**src/hw/rtl/touch_gesture_recognizer_assert.svh**
```systemverilog
// Assertion macros shared by the gesture recognizer RTL.
// Included by the modules that carry concurrent checks.
`ifndef TOUCH_GESTURE_RECOGNIZER_ASSERT_SVH
`define TOUCH_GESTURE_RECOGNIZER_ASSERT_SVH
`ifndef SYNTHESIS
`define TGR_ASSERT_IMPL(label, clk, rst_n, ante, cons) \
    label: assert property (@(posedge clk) disable iff (!rst_n) (ante) |-> (cons)) \
        else $error("assertion failed");
`define TGR_ASSERT_NEXT(label, clk, rst_n, ante, cons) \
    label: assert property (@(posedge clk) disable iff (!rst_n) (ante) |=> (cons)) \
        else $error("assertion failed");
`else
`define TGR_ASSERT_IMPL(label, clk, rst_n, ante, cons)
`define TGR_ASSERT_NEXT(label, clk, rst_n, ante, cons)
`endif
`endif

```
**src/hw/rtl/tgr_pkg.sv**
```systemverilog
// Package for the touch gesture recognizer: types, widths and codes.
// Used by every RTL module of the block; depends on nothing.
package tgr_pkg;
    localparam int SLOT_COUNT_DEF  = 16;
    localparam int TIME_W = 32;
    localparam int SLOT_W = 4;
    localparam int LP_W   = 16;
    localparam int PX_W   = 12;
    localparam int DIST_W = 13;
    localparam int DX_W   = 13;
    localparam int KIND_W = 2;
    localparam int IN_DATA_W  = 64;
    localparam int OUT_DATA_W = 56;
    localparam logic [1:0] REG_LONG_PRESS = 2'd0;
    localparam logic [1:0] REG_DRAG_SLOP  = 2'd1;
    localparam logic [1:0] REG_STEP       = 2'd2;
    localparam logic [1:0] KIND_TAP  = 2'd0;
    localparam logic [1:0] KIND_PAN  = 2'd1;
    localparam logic [1:0] KIND_ZOOM = 2'd2;

    typedef enum logic [1:0] {MODE_IDLE, MODE_TAP, MODE_DRAG, MODE_PINCH} mode_t;
    typedef enum logic [2:0] {ST_COLLECT, ST_SQRT, ST_DECIDE, ST_EMIT} ctrl_state_t;

    typedef struct packed {
        logic capture;
        logic start_sqrt;
        logic decide;
        logic clear;
    } cmd_t;

    typedef struct packed {
        logic sqrt_done;
        logic emit;
    } status_t;
endpackage

```
**src/hw/rtl/touch_gesture_recognizer.sv**
```systemverilog
// Touch gesture recognizer top level: stream ports, config registers, output register.
// Depends on tgr_pkg, tgr_ctrl and tgr_datapath.
//
// Contacts enter on the s_axis channel, one beat per contact; tlast closes a frame,
// and a beat with contact_present (tuser) low is an empty frame that also closes it.
// tdata carries the slot, the position and frame_time_ms, which is taken from the
// beat that closes the frame.
// Non-closing beats do not hold the input. A closing beat holds the input while the
// differences are squared, the root is formed one bit per cycle and the decision is
// made, and when it produces a gesture also until the output register is loaded.
// At most one gesture beat leaves on m_axis per frame, once the output register is loaded.
// The configuration port writes the three thresholds at any edge with cfg_we high.
// Reset clears the tracking state and restores thresholds 500, 16 and 32.
// When m_axis stalls, the gesture waits in the output register while contacts keep
// flowing in; a following gesture then waits with s_axis_tready low until the
// output register has delivered its beat.
`include "touch_gesture_recognizer_assert.svh"
module touch_gesture_recognizer #(
    parameter int SLOT_COUNT  = tgr_pkg::SLOT_COUNT_DEF
) (
    input  logic                          clk,
    input  logic                          rst_n,
    input  logic                          s_axis_tvalid,
    output logic                          s_axis_tready,
    // contact_slot[3:0], contact_x[15:4], contact_y[27:16], frame_time_ms[59:28],
    // zero[63:60]
    input  logic [tgr_pkg::IN_DATA_W-1:0] s_axis_tdata,
    input  logic                          s_axis_tlast,
    // contact_present
    input  logic                          s_axis_tuser,
    output logic                          m_axis_tvalid,
    input  logic                          m_axis_tready,
    // tap_x[11:0], tap_y[23:12], long_press[24], zoom_dir[26:25],
    // pan_dx[39:27], pan_dy[52:40], zero[55:53]
    output logic [tgr_pkg::OUT_DATA_W-1:0] m_axis_tdata,
    // gesture_kind
    output logic [tgr_pkg::KIND_W-1:0]    m_axis_tuser,
    input  logic                          cfg_we,
    input  logic [1:0]                    cfg_index,
    input  logic [tgr_pkg::LP_W-1:0]      cfg_data
);
    import tgr_pkg::*;

    logic [LP_W-1:0] long_press_reg;
    logic [PX_W-1:0] drag_slop_reg, step_reg;

    always_ff @(posedge clk or negedge rst_n)
    begin
        if (!rst_n)
        begin
            long_press_reg <= LP_W'(500);
            drag_slop_reg <= PX_W'(16);
            step_reg <= PX_W'(32);
        end
        else if (cfg_we)
        begin
            unique case (cfg_index)
                REG_LONG_PRESS: long_press_reg <= cfg_data;
                REG_DRAG_SLOP:  drag_slop_reg <= cfg_data[PX_W-1:0];
                REG_STEP:       step_reg <= cfg_data[PX_W-1:0];
                default:        long_press_reg <= long_press_reg;
            endcase
        end
    end

    cmd_t cmd;
    status_t status;
    logic out_load, out_valid_reg, in_close;
    logic [KIND_W-1:0] r_kind;
    logic [PX_W-1:0] r_tx, r_ty;
    logic r_long;
    logic [1:0] r_zoom;
    logic [DX_W-1:0] r_dx, r_dy;

    assign in_close = s_axis_tlast || !s_axis_tuser;

    tgr_ctrl u_ctrl (
        .clk(clk), .rst_n(rst_n),
        .in_valid(s_axis_tvalid), .in_close(in_close), .in_ready(s_axis_tready),
        .out_load(out_load), .out_free(!out_valid_reg),
        .cmd(cmd), .status(status)
    );

    tgr_datapath #(
        .SLOT_COUNT(SLOT_COUNT)
    ) u_dp (
        .clk(clk), .rst_n(rst_n), .cmd(cmd), .status(status),
        .in_present(s_axis_tuser), .in_slot(s_axis_tdata[3:0]),
        .in_x(s_axis_tdata[15:4]), .in_y(s_axis_tdata[27:16]),
        .in_time(s_axis_tdata[28 +: TIME_W]),
        .long_press_ms(long_press_reg), .drag_slop_px(drag_slop_reg), .step_px(step_reg),
        .res_kind(r_kind), .res_tap_x(r_tx), .res_tap_y(r_ty), .res_long(r_long),
        .res_zoom(r_zoom), .res_dx(r_dx), .res_dy(r_dy)
    );

    always_ff @(posedge clk or negedge rst_n)
    begin
        if (!rst_n)
        begin
            out_valid_reg <= 1'b0;
        end
        else if (out_load)
        begin
            out_valid_reg <= 1'b1;
        end
        else if (m_axis_tready)
        begin
            out_valid_reg <= 1'b0;
        end
    end

    always_ff @(posedge clk)
    begin
        if (out_load)
        begin
            m_axis_tuser <= r_kind;
            m_axis_tdata <= {3'd0, r_dy, r_dx, r_zoom, r_long, r_ty, r_tx};
        end
    end

    assign m_axis_tvalid = out_valid_reg;

    `TGR_ASSERT_IMPL(a_load_when_free, clk, rst_n, out_load, !out_valid_reg)
    `TGR_ASSERT_NEXT(a_load_shows, clk, rst_n, out_load, m_axis_tvalid)
    `TGR_ASSERT_IMPL(a_no_intake_on_load, clk, rst_n, out_load, !s_axis_tready)
endmodule

```
**src/hw/rtl/tgr_ctrl.sv**
```systemverilog
// Sequencer of the gesture recognizer: collect contacts, run the square root, decide, emit.
// Depends on tgr_pkg and the assertion macro header.
`include "touch_gesture_recognizer_assert.svh"
module tgr_ctrl (
    input  logic             clk,
    input  logic             rst_n,
    input  logic             in_valid,
    input  logic             in_close,
    output logic             in_ready,
    output logic             out_load,
    input  logic             out_free,
    output tgr_pkg::cmd_t    cmd,
    input  tgr_pkg::status_t status
);
    import tgr_pkg::*;

    ctrl_state_t state_reg, state_next;

    always_ff @(posedge clk or negedge rst_n)
    begin
        if (!rst_n)
        begin
            state_reg <= ST_COLLECT;
        end
        else
        begin
            state_reg <= state_next;
        end
    end

    always_comb
    begin
        state_next = state_reg;
        cmd = '0;
        in_ready = 1'b0;
        out_load = 1'b0;
        unique case (state_reg)
            ST_COLLECT:
            begin
                in_ready = 1'b1;
                if (in_valid)
                begin
                    cmd.capture = 1'b1;
                    if (in_close)
                    begin
                        cmd.start_sqrt = 1'b1;
                        state_next = ST_SQRT;
                    end
                end
            end
            ST_SQRT:
            begin
                if (status.sqrt_done)
                begin
                    state_next = ST_DECIDE;
                end
            end
            ST_DECIDE:
            begin
                cmd.decide = 1'b1;
                cmd.clear = 1'b1;
                state_next = status.emit ? ST_EMIT : ST_COLLECT;
            end
            ST_EMIT:
            begin
                if (out_free)
                begin
                    out_load = 1'b1;
                    state_next = ST_COLLECT;
                end
            end
            default:
            begin
                state_next = ST_COLLECT;
            end
        endcase
    end

    `TGR_ASSERT_NEXT(a_close_starts_sqrt, clk, rst_n, in_valid && in_ready && in_close, state_reg == ST_SQRT)
    `TGR_ASSERT_IMPL(a_ready_only_collect, clk, rst_n, in_ready, state_reg == ST_COLLECT)
    `TGR_ASSERT_NEXT(a_decide_leaves, clk, rst_n, state_reg == ST_DECIDE, state_reg == ST_EMIT || state_reg == ST_COLLECT)
endmodule

```
**src/hw/rtl/tgr_datapath.sv**
```systemverilog
// Datapath of the gesture recognizer: frame capture, tracking state and a serial square root.
// Depends on tgr_pkg and the assertion macro header.
`include "touch_gesture_recognizer_assert.svh"
module tgr_datapath #(
    parameter int SLOT_COUNT  = tgr_pkg::SLOT_COUNT_DEF
) (
    input  logic                        clk,
    input  logic                        rst_n,
    input  tgr_pkg::cmd_t               cmd,
    output tgr_pkg::status_t            status,
    input  logic                        in_present,
    input  logic [tgr_pkg::SLOT_W-1:0]  in_slot,
    input  logic [tgr_pkg::PX_W-1:0]    in_x,
    input  logic [tgr_pkg::PX_W-1:0]    in_y,
    input  logic [tgr_pkg::TIME_W-1:0]  in_time,
    input  logic [tgr_pkg::LP_W-1:0]    long_press_ms,
    input  logic [tgr_pkg::PX_W-1:0]    drag_slop_px,
    input  logic [tgr_pkg::PX_W-1:0]    step_px,
    output logic [tgr_pkg::KIND_W-1:0]  res_kind,
    output logic [tgr_pkg::PX_W-1:0]    res_tap_x,
    output logic [tgr_pkg::PX_W-1:0]    res_tap_y,
    output logic                        res_long,
    output logic [1:0]                  res_zoom,
    output logic [tgr_pkg::DX_W-1:0]    res_dx,
    output logic [tgr_pkg::DX_W-1:0]    res_dy
);
    import tgr_pkg::*;

    localparam int CW = PX_W;
    localparam int RAD_W = 2 * CW + 2;
    localparam int ROOT_W = CW + 1;
    localparam int CNT_W = $clog2(ROOT_W + 1);

    mode_t mode_reg;
    logic [SLOT_W-1:0] first_slot_reg, second_slot_reg;
    logic [CW-1:0] down_x_reg, down_y_reg, lk_x_reg, lk_y_reg, ls_x_reg, ls_y_reg;
    logic [TIME_W-1:0] down_time_reg, now_reg;
    logic [DIST_W-1:0] last_dist_reg;
    logic [1:0] fcount_reg;
    logic [SLOT_W-1:0] f_slot_reg [2];
    logic [CW-1:0] f_x_reg [2];
    logic [CW-1:0] f_y_reg [2];
    logic m1_v_reg, m2_v_reg, mo_v_reg;
    logic [CW-1:0] m1_x_reg, m1_y_reg, m2_x_reg, m2_y_reg, mo_x_reg, mo_y_reg;
    logic [SLOT_W-1:0] mo_slot_reg;

    logic [CW-1:0] in_xc, in_yc;
    logic contact;
    assign in_xc = in_x[CW-1:0];
    assign in_yc = in_y[CW-1:0];
    assign contact = in_present && ({{(32-SLOT_W){1'b0}}, in_slot} < 32'(SLOT_COUNT));

    always_ff @(posedge clk or negedge rst_n)
    begin
        if (!rst_n)
        begin
            fcount_reg <= 2'd0;
            m1_v_reg <= 1'b0;
            m2_v_reg <= 1'b0;
            mo_v_reg <= 1'b0;
        end
        else if (cmd.clear)
        begin
            fcount_reg <= 2'd0;
            m1_v_reg <= 1'b0;
            m2_v_reg <= 1'b0;
            mo_v_reg <= 1'b0;
        end
        else if (cmd.capture && contact)
        begin
            if (fcount_reg < 2'd2)
            begin
                fcount_reg <= fcount_reg + 2'd1;
            end
            if (!m1_v_reg && in_slot == first_slot_reg)
            begin
                m1_v_reg <= 1'b1;
            end
            if (!m2_v_reg && in_slot == second_slot_reg)
            begin
                m2_v_reg <= 1'b1;
            end
            if (!mo_v_reg && in_slot != first_slot_reg)
            begin
                mo_v_reg <= 1'b1;
            end
        end
    end

    always_ff @(posedge clk)
    begin
        if (cmd.capture && contact)
        begin
            if (fcount_reg < 2'd2)
            begin
                f_slot_reg[fcount_reg[0]] <= in_slot;
                f_x_reg[fcount_reg[0]] <= in_xc;
                f_y_reg[fcount_reg[0]] <= in_yc;
            end
            if (!m1_v_reg && in_slot == first_slot_reg)
            begin
                m1_x_reg <= in_xc;
                m1_y_reg <= in_yc;
            end
            if (!m2_v_reg && in_slot == second_slot_reg)
            begin
                m2_x_reg <= in_xc;
                m2_y_reg <= in_yc;
            end
            if (!mo_v_reg && in_slot != first_slot_reg)
            begin
                mo_slot_reg <= in_slot;
                mo_x_reg <= in_xc;
                mo_y_reg <= in_yc;
            end
        end
        if (cmd.capture)
        begin
            now_reg <= in_time;
        end
    end

    // Pick the one distance that the decision of this frame needs.
    logic [CW-1:0] ax, ay, bx, by;
    logic multi;
    assign multi = (fcount_reg == 2'd2) && mo_v_reg;
    always_comb
    begin
        ax = m1_x_reg;
        ay = m1_y_reg;
        bx = mo_x_reg;
        by = mo_y_reg;
        case (mode_reg)
            MODE_IDLE:
            begin
                ax = f_x_reg[0];
                ay = f_y_reg[0];
                bx = f_x_reg[1];
                by = f_y_reg[1];
            end
            MODE_TAP:
            begin
                if (!multi)
                begin
                    bx = down_x_reg;
                    by = down_y_reg;
                end
            end
            MODE_DRAG:
            begin
                if (!multi)
                begin
                    bx = ls_x_reg;
                    by = ls_y_reg;
                end
            end
            default:
            begin
                bx = m2_x_reg;
                by = m2_y_reg;
            end
        endcase
    end

    logic [CW-1:0] adx, ady;
    assign adx = (ax >= bx) ? ax - bx : bx - ax;
    assign ady = (ay >= by) ? ay - by : by - ay;

    // Squares are formed in the first sqrt cycle, then one root bit per cycle.
    logic [RAD_W-1:0] rem_reg, rad_reg;
    logic [ROOT_W-1:0] root_reg;
    logic [CNT_W-1:0] cnt_reg;
    logic busy_reg, sq_reg;
    logic [2*CW-1:0] sqx, sqy;
    logic [RAD_W+1:0] trial;
    logic [RAD_W-1:0] rem_shift;

    assign sqx = adx * adx;
    assign sqy = ady * ady;
    assign rem_shift = {rem_reg[RAD_W-3:0], rad_reg[RAD_W-1 -: 2]};
    assign trial = {2'b00, rem_shift} - {{(RAD_W-ROOT_W){1'b0}}, root_reg, 2'b01};

    always_ff @(posedge clk or negedge rst_n)
    begin
        if (!rst_n)
        begin
            busy_reg <= 1'b0;
            sq_reg <= 1'b0;
            cnt_reg <= '0;
        end
        else if (cmd.start_sqrt)
        begin
            sq_reg <= 1'b1;
        end
        else if (sq_reg)
        begin
            sq_reg <= 1'b0;
            busy_reg <= 1'b1;
            cnt_reg <= CNT_W'(ROOT_W);
        end
        else if (busy_reg)
        begin
            cnt_reg <= cnt_reg - 1'b1;
            if (cnt_reg == CNT_W'(1))
            begin
                busy_reg <= 1'b0;
            end
        end
    end

    always_ff @(posedge clk)
    begin
        if (sq_reg)
        begin
            rad_reg <= {2'b00, sqx} + {2'b00, sqy};
            rem_reg <= '0;
            root_reg <= '0;
        end
        else if (busy_reg)
        begin
            rad_reg <= {rad_reg[RAD_W-3:0], 2'b00};
            if (!trial[RAD_W+1])
            begin
                rem_reg <= trial[RAD_W-1:0];
                root_reg <= {root_reg[ROOT_W-2:0], 1'b1};
            end
            else
            begin
                rem_reg <= rem_shift;
                root_reg <= {root_reg[ROOT_W-2:0], 1'b0};
            end
        end
    end

    assign status.sqrt_done = busy_reg && cnt_reg == CNT_W'(1);

    // Decision at frame close.
    logic [DIST_W-1:0] d;
    logic [DIST_W:0] delta, mag;
    logic [TIME_W-1:0] held;
    logic emit;
    logic [KIND_W-1:0] kind;
    assign d = DIST_W'(root_reg);
    assign delta = {1'b0, d} - {1'b0, last_dist_reg};
    assign mag = delta[DIST_W] ? (~delta + 1'b1) : delta;
    assign held = now_reg - down_time_reg;

    always_comb
    begin
        emit = 1'b0;
        kind = KIND_TAP;
        case (mode_reg)
            MODE_TAP:
            begin
                emit = !m1_v_reg;
            end
            MODE_DRAG:
            begin
                if (m1_v_reg && !multi && {1'b0, d} >= {2'b00, step_px})
                begin
                    emit = 1'b1;
                    kind = KIND_PAN;
                end
            end
            MODE_PINCH:
            begin
                if (m1_v_reg && m2_v_reg && mag >= {2'b00, step_px})
                begin
                    emit = 1'b1;
                    kind = KIND_ZOOM;
                end
            end
            default:
            begin
                emit = 1'b0;
            end
        endcase
    end
    assign status.emit = emit;

    always_ff @(posedge clk or negedge rst_n)
    begin
        if (!rst_n)
        begin
            mode_reg <= MODE_IDLE;
            first_slot_reg <= '0;
            second_slot_reg <= '0;
            down_x_reg <= '0;
            down_y_reg <= '0;
            lk_x_reg <= '0;
            lk_y_reg <= '0;
            ls_x_reg <= '0;
            ls_y_reg <= '0;
            down_time_reg <= '0;
            last_dist_reg <= '0;
        end
        else if (cmd.decide)
        begin
            case (mode_reg)
                MODE_IDLE:
                begin
                    if (fcount_reg == 2'd1)
                    begin
                        first_slot_reg <= f_slot_reg[0];
                        down_x_reg <= f_x_reg[0];
                        down_y_reg <= f_y_reg[0];
                        lk_x_reg <= f_x_reg[0];
                        lk_y_reg <= f_y_reg[0];
                        down_time_reg <= now_reg;
                        mode_reg <= MODE_TAP;
                    end
                    else if (fcount_reg == 2'd2)
                    begin
                        first_slot_reg <= f_slot_reg[0];
                        second_slot_reg <= f_slot_reg[1];
                        last_dist_reg <= d;
                        mode_reg <= MODE_PINCH;
                    end
                end
                MODE_TAP:
                begin
                    if (!m1_v_reg)
                    begin
                        mode_reg <= MODE_IDLE;
                    end
                    else
                    begin
                        lk_x_reg <= m1_x_reg;
                        lk_y_reg <= m1_y_reg;
                        if (multi)
                        begin
                            second_slot_reg <= mo_slot_reg;
                            last_dist_reg <= d;
                            mode_reg <= MODE_PINCH;
                        end
                        else if ({1'b0, d} >= {2'b00, drag_slop_px})
                        begin
                            ls_x_reg <= m1_x_reg;
                            ls_y_reg <= m1_y_reg;
                            mode_reg <= MODE_DRAG;
                        end
                    end
                end
                MODE_DRAG:
                begin
                    if (!m1_v_reg)
                    begin
                        mode_reg <= MODE_IDLE;
                    end
                    else if (multi)
                    begin
                        second_slot_reg <= mo_slot_reg;
                        last_dist_reg <= d;
                        mode_reg <= MODE_PINCH;
                    end
                    else if ({1'b0, d} >= {2'b00, step_px})
                    begin
                        ls_x_reg <= m1_x_reg;
                        ls_y_reg <= m1_y_reg;
                    end
                end
                default:
                begin
                    if (!m1_v_reg || !m2_v_reg)
                    begin
                        mode_reg <= MODE_IDLE;
                    end
                    else if (mag >= {2'b00, step_px})
                    begin
                        last_dist_reg <= d;
                    end
                end
            endcase
        end
    end

    always_ff @(posedge clk)
    begin
        if (cmd.decide)
        begin
            res_kind <= kind;
            res_tap_x <= '0;
            res_tap_y <= '0;
            res_long <= 1'b0;
            res_zoom <= 2'b00;
            res_dx <= '0;
            res_dy <= '0;
            if (kind == KIND_TAP)
            begin
                res_tap_x <= PX_W'(lk_x_reg);
                res_tap_y <= PX_W'(lk_y_reg);
                res_long <= ({{(64-TIME_W){1'b0}}, held} >= 64'(long_press_ms));
            end
            else if (kind == KIND_PAN)
            begin
                res_dx <= DX_W'({1'b0, m1_x_reg} - {1'b0, ls_x_reg});
                res_dy <= DX_W'({1'b0, m1_y_reg} - {1'b0, ls_y_reg});
            end
            else
            begin
                res_zoom <= (!delta[DIST_W] && delta != '0) ? 2'b01 : 2'b11;
            end
        end
    end

    `TGR_ASSERT_NEXT(a_sqrt_square_first, clk, rst_n, cmd.start_sqrt, sq_reg && !busy_reg)
    `TGR_ASSERT_IMPL(a_no_capture_busy, clk, rst_n, busy_reg || sq_reg, !cmd.capture)
    `TGR_ASSERT_IMPL(a_count_limit, clk, rst_n, 1'b1, fcount_reg != 2'd3)
endmodule
```
**config.mk**
```make
export PLATFORM = sky130hd
export DESIGN_NAME = touch_gesture_recognizer
export DESIGN_NICKNAME = d
export VERILOG_FILES = /design/src/hw/rtl/tgr_pkg.sv /design/src/hw/rtl/touch_gesture_recognizer.sv /design/src/hw/rtl/tgr_ctrl.sv /design/src/hw/rtl/tgr_datapath.sv
export VERILOG_INCLUDE_DIRS = /design/src /design/src/hw/rtl
export SDC_FILE = /design/constraint.sdc
export NUM_CORES = 2
export LEC_CHECK = 0
export BUFFER_PORTS_ARGS = -buffer_cell sky130_fd_sc_hd__buf_4
export CORE_UTILIZATION = 45
export DETAILED_ROUTE_END_ITERATION = 7
export PLACE_DENSITY = 0.76
export SYNTH_ARGS = -nofsm -noshare
export SYNTH_HDL_FRONTEND = slang
export SYNTH_HIERARCHICAL = 1
export SYNTH_SLANG_ARGS = --single-unit
```
**constraint.sdc**
```tcl
create_clock -name clk -period 10.6 [get_ports clk]
set_input_delay 0 -clock clk [delete_from_list [all_inputs] [get_ports clk]]
set_output_delay 0 -clock clk [all_outputs]
set_load 0.05 [all_outputs]
```
* Yosys cells after proc, flatten, opt, wreduce, memory -nomap -nowiden *
Memory sizes are Yosys's and may differ from the RTL's.
Cells that the tools add are included.

storage, ports and cells
  word-level logic and storage cells = 265
  latch bits = 0
  bits in read-only memories = 0
  memory bits (writable) = 56
  register bits after elaboration = 463
  bits of input ports = 89
  memories kept = 3

cells by class
  $lt $le $gt $ge = 7
  shifts and indexed selects = 0
  muxes and demuxes = 101
  reductions and logical operators = 59
  bitwise logic cells = 3
  multiply operators = 2
  eq/ne operators = 34
  divide/modulo/power cells = 0
  add/sub/neg operators = 13

memory list
  name             words  bits a word  rd ports  clocked after memory_dff  write ports  line                RTL
  u_dp.f_x_reg     2      12           2         0                         1            tgr_datapath.sv:41  logic [CW-1:0] f_x_reg [2];
  u_dp.f_y_reg     2      12           2         0                         1            tgr_datapath.sv:42  logic [CW-1:0] f_y_reg [2];
  u_dp.f_slot_reg  2      4            2         0                         1            tgr_datapath.sv:40  logic [SLOT_W-1:0] f_slot_reg [2];

operator list
  operator                                                                 number
  12-bit two-way mux                                                       24
  12-bit case mux with 2 select lines                                      4
  13-bit two-way mux                                                       6
  12-bit case mux with 3 select lines                                      2
  26-bit two-way mux                                                       2
  12-bit by 12-bit multiplier with 24-bit output                           2
  12-bit subtractor                                                        4
  2-bit two-way mux                                                        17
  32-bit by 16-bit greater-or-equal comparator with 1-bit output           1
  4-bit two-way mux                                                        8
  32-bit subtractor                                                        1
  26-bit by 15-bit subtractor with 27-bit output                           1
  13-bit by 12-bit greater-or-equal comparator with 1-bit output           2
  1-bit two-way mux                                                        26
  13-bit case mux with 2 select lines                                      1
  12-bit by 12-bit subtractor with 13-bit output                           2
  24-bit by 24-bit adder with 25-bit output                                1
  12-bit greater-or-equal comparator                                       2
  24-bit two-way mux                                                       1
  2-bit AND reduction                                                      11
  2-bit nonzero test                                                       11
  2-bit by 1-bit inequality test with 1-bit output, second input constant  8
  14-bit by 1-bit adder with 14-bit output, second input constant          1
  14-bit by 12-bit greater-or-equal comparator with 1-bit output           1
  39 further kinds                                                         80

* Longest topological paths before layout *
  depth in word-level cells = 11
  depth in mapped cells = 49
  mapped depth without buffers = 47

* By module *
Netlist, hierarchy kept.

modules (own cells, without submodules)
  module                    cells each  area an instance (µm²)  instances
  tgr_datapath              3119        32298.5                 1
  touch_gesture_recognizer  149         3245.6                  1
  tgr_ctrl                  16          151.4                   1

* Worst setup path after synthesis *
OpenSTA, ideal clock, no wires.

  path kind = register -> register
  start = register u_dp.mode_reg[0]
  end = register u_dp.rad_reg[24] (data pin)
  clock period less this slack = 10735 ps
  stages on the path, launching flop included = 42
  setup time = 260 ps
  required time = 10340 ps
  arrival = 10475 ps
  path slack = -135 ps
  cells stage by stage = dfrtp_1 > inv_1 > ha_1 > clkbuf_1 > buf_1 > buf_1 > mux2i_1 > ha_1 > clkbuf_1 > a21o_1 > a21oi_1 > nand2_1 > o31a_1 > o211a_1 > o31a_1 > nor2_4 > buf_6 > mux2i_1 > [... 6 more ...] > fa_1 > fa_1 > fa_1 > inv_1 > fa_1 > inv_1 > ha_1 > a21o_1 > a21oi_1 > nor2_1 > a21oi_1 > a31oi_1 > a21oi_1 > o21bai_1 > a21oi_1 > a21oi_1 > xnor2_1 > mux2_2

between the ends
  word-level cells in the longest chain between the ends = 7
  elaborated cells on any way between the ends = 19
  classes of those cells = 5 x add/sub; 2 x mul; 2 x order compare; 2 x eq/ne; 7 x mux; 1 x reduce/logical

ends and longest elaborated chain
  element                                                                    line                                      RTL
  from (decl)                                                                tgr_datapath.sv:34                        mode_t mode_reg;
  from (signal assigned)                                                     tgr_datapath.sv:285                       mode_reg <= MODE_IDLE;
  from (signal assigned)                                                     tgr_datapath.sv:310                       mode_reg <= MODE_TAP;
  from (signal assigned)                                                     tgr_datapath.sv:317                       mode_reg <= MODE_PINCH;
  2-bit == test, or another cell as far along                                tgr_datapath.sv:133                       case (mode_reg)
  12-bit case mux with 3 select lines or 12-bit two-way mux (tied branches)  tgr_datapath.sv:133
  12-bit subtractor, or another cell as far along                            tgr_datapath.sv:166                       assign adx = (ax >= bx) ? ax - bx : bx - ax;
  12-bit two-way mux, on equally long branches                               tgr_datapath.sv:166, tgr_datapath.sv:167
  12-bit by 12-bit multiplier with 24-bit output, on equally long branches   tgr_datapath.sv:178, tgr_datapath.sv:179
  24-bit by 24-bit adder with 25-bit output (*)                              tgr_datapath.sv:215                       rad_reg <= {2'b00, sqx} + {2'b00, sqy};
  26-bit two-way mux (*)                                                     tgr_datapath.sv:213                       if (sq_reg)
  to (signal assigned)                                                       tgr_datapath.sv:215
  to (signal assigned)                                                       tgr_datapath.sv:221                       rad_reg <= {rad_reg[RAD_W-3:0], 2'b00};
  to (decl)                                                                  tgr_datapath.sv:170                       logic [RAD_W-1:0] rem_reg, rad_reg;

Every way passes the cells marked *; elsewhere a longest branch is shown, timed or not.
A chain may end at the register's enable or synchronous reset.

* Worst setup path in the final report *
  start = register u_dp.fcount_reg[1]
  end = register u_dp.rad_reg[23] (data pin)

between the ends
  word-level cells in the longest chain between the ends = 9
  elaborated cells on any way between the ends = 20
  classes of those cells = 5 x add/sub; 2 x mul; 2 x order compare; 1 x eq/ne; 9 x mux; 1 x reduce/logical

ends and longest elaborated chain
  element                                                                   line                                      RTL
  from (decl)                                                               tgr_datapath.sv:39                        logic [1:0] fcount_reg;
  from (signal assigned)                                                    tgr_datapath.sv:73                        fcount_reg <= fcount_reg + 2'd1;
  2-bit == test (*)                                                         tgr_datapath.sv:126                       assign multi = (fcount_reg == 2'd2) && mo_v_reg;
  1-bit logical AND (*)                                                     tgr_datapath.sv:126
  12-bit two-way mux, on equally long branches                              tgr_datapath.sv:151, tgr_datapath.sv:143
  12-bit case mux with 3 select lines                                       tgr_datapath.sv:133
  12-bit subtractor, or another cell as far along                           tgr_datapath.sv:166
  12-bit two-way mux, on equally long branches                              tgr_datapath.sv:166, tgr_datapath.sv:167
  12-bit by 12-bit multiplier with 24-bit output, on equally long branches  tgr_datapath.sv:178, tgr_datapath.sv:179
  24-bit by 24-bit adder with 25-bit output (*)                             tgr_datapath.sv:215
  26-bit two-way mux (*)                                                    tgr_datapath.sv:213

Marks and branches as above.

==> metrics <==
Area Overhead vs Synth 19.3%; met1 GRT Util 0.283; Synth area leader edfxtp_1; count of pins over their slew limit 0; family with the most delay on the worst path adder cells; fmax 96.3 MHz; clock sinks 518; Die Footprint 80500 um2; DR vias 25200; Synth Warn # 6; Critical Path Sink Type register; Core Area 78000 um2; Bufs and invs on worst path 7; Rows 102; multiplexer area fraction after synthesis 0.0814; Final min period 10.38 ns; drt wl/cell 18.9 um; CP required 10.94 ns; pre-CTS setup slack -0.111 ns; DRC violation count after routing 0; relative slew slack 0.234; XOR/XNOR Fraction of Synth Area 0.0285; Critical Path Fanout Max 8; CP arrival 10.73 ns; Placer Congestion 0.939; Synth Area in Compound Gates 0.101; share of the synthesized area in the top cell type 0.252; max reg flops 53; Antenna Nets Post-Route 0; initial DRC count 1735; grt ovf 0; Crit Path Class reg2reg; Adder-Cell Fraction of Synth Area 0.222; Global Route met2 Usage 0.369; CTS root buffer clkbuf_16; CTS H-Tree Depth 2; unrepaired setup endpoints after global routing yes; max incr delay on CP 0.58 ns; most frequent cells in the layout inv_1, buf_4, edfxtp_1, ha_1, nor2_1; Final WS setup 0.215 ns; met3 Use GR 0.0306; critical path launch point type register; Post-Synthesis Cells 3284; Least-Margin Pin Slew 1.14 ns; Tcrit/Tclk final 0.980; post-DP HPWL 66.7 mm; Async S/R FF share, synth 0.349; CTS tree yes; Hold Crit Class in2async; count of cell types in the netlist 95; WL final 89.6 mm; die width 284 um; vias in the first global route 25900; first-pass iteration count of the detailed router 5; drt via density 5.32; simple-gate share of the synthesized area 0.101; clk_skew 0.0571 ns; Netlist Area Pre-Place 35700 um2; number of synthesized flops with an enable pin 300; MaxCap Viol Count 0; cell mode on critical path fa_1; first-pass GRT wire length 140 mm; Nets 4253; status finished, violations left; Reg area 14300 um2; Mean Syn Cell Area 10.9 um2; Yosys reg bits 518; initial antenna violation count 0; Worst-path clk slew 0.06 ns; Clock Latency Late Sink 0.64 ns; IO buf count 141; clk buf depth 3; final hold vios 33; largest family of logic cells by synthesized area adder cells; pin count of the biggest net entering global routing 77; area of the multi-input gates 19800 um2; worst hold slack -0.0214 ns; Post-synth top flop edfxtp_1; top area cells in the synthesized netlist edfxtp_1, dfrtp_1, fa_1; fillers 6447; violated checks negative hold slack; Seq/Total Area, Yosys 0.400; Ports 149; height of the die 284 um; Crit-path slowest cell fa_1; Initial Utilization 0.458; most common cell after layout, fill and taps aside inv_1; cts bufs inserted 53; layout cells sized above 1 0.221; gr usage total 0.218; GR peak layer met2; # setup viols final 0
-- through the flow --
| stage | std cells | util | setup TNS [ns] | cell area, um2 |
|---|---|---|---|---|
| final | 4744 | 0.546 | 0 | 42600 |
| after global routing | 4743 | 0.546 | -0.455 | 42600 |
| after CTS | 4716 | 0.534 | -0.00420 | 41700 |
| after detailed placement | 4529 | 0.500 | -0.227 | 38900 |
| after global placement | 4529 | 0.500 | 0 | 38900 |
| after floorplan | 3286 | - | 0 | 35700 |
-- cell type report --
type | count | share of cell area
clock inverters | 39 | 0.0101
inverters | 507 | 0.0447
diodes | 1 | 0.0000587
multi-input cells | 2164 | 0.465
clock buffers | 61 | 0.0328
flip-flops and latches | 518 | 0.335
well taps | 1040 | 0.0305
repair buffers | 414 | 0.0809
-- what timing repair did --
action | 4_1_cts | 5_1_grt
pin swaps | 10 | 66
resized for setup | 10 | 165
gates cloned | 0 | 2
hold buffers | 81 | 0
buffers inserted | 6 | 26
setup endpoints to repair | 4 | 12
endpoints found under the hold margin | 289 | 0
-- synth_stat cells (61+ instances only) --
cell type	count
o21ai_0	111
xnor2_1	62
ha_1	295
inv_1	492
fa_1	211
a21oi_1	122
mux2_2	168
mux2i_1	97
nand2_1	216
clkbuf_1	61
dfrtp_1	173
nor2_1	237
edfxtp_1	300
-- worst register-to-register path, delay by kind of cell (launching register included) --
family	cells	cell delay, ns
xor gates and xnor gates	2	0.23
adders and majority gates	10	4.22
and+or+nand+nor	7	1.03
buffers and inverters	7	0.59
AOI/OAI and AO/OA	14	3.02
muxes	2	0.55
DFF	1	0.42
-- layer usage --
metal | vias to the layer above | routed length (um) | part of all wire
met4 | 0 | 3390 | 0.038
met3 | 159 | 4580 | 0.051
met2 | 712 | 43700 | 0.49
met5 | - | 0 | 0
met1 | 12400 | 37900 | 0.42
li1 | 11900 | - | -
-- cells by family after synthesis --
group           Yosys count
flops                   518
other cells               1
compound gates          533
fa+ha+maj               506
buf+inv                 604
simple gates            744
xor+xnor                110
mux                     268
-- path summary, 6_finish.rpt --
kind / start / end / slack [ns] / cells after the start
max: u_dp/fcount_reg[1] / u_dp/rad_reg[23] / 0.22 / 42
min: rst_n / step_reg[0] / -0.02 / 2
max reg2reg: u_dp/fcount_reg[1] / u_dp/rad_reg[23] / 0.22 / 42
min reg2reg: u_dp/res_dx[9] / m_axis_tdata[36] / 0.42 / 0
max in group asynchronous: rst_n / u_dp/down_time_reg[29] / 8.60 / 4
min in group clk: s_axis_tlast / u_dp/sq_reg / 0.02 / 3
Power is not shown: default switching activity piles up to over one toggle a cycle in this logic, so the estimate is an artifact.
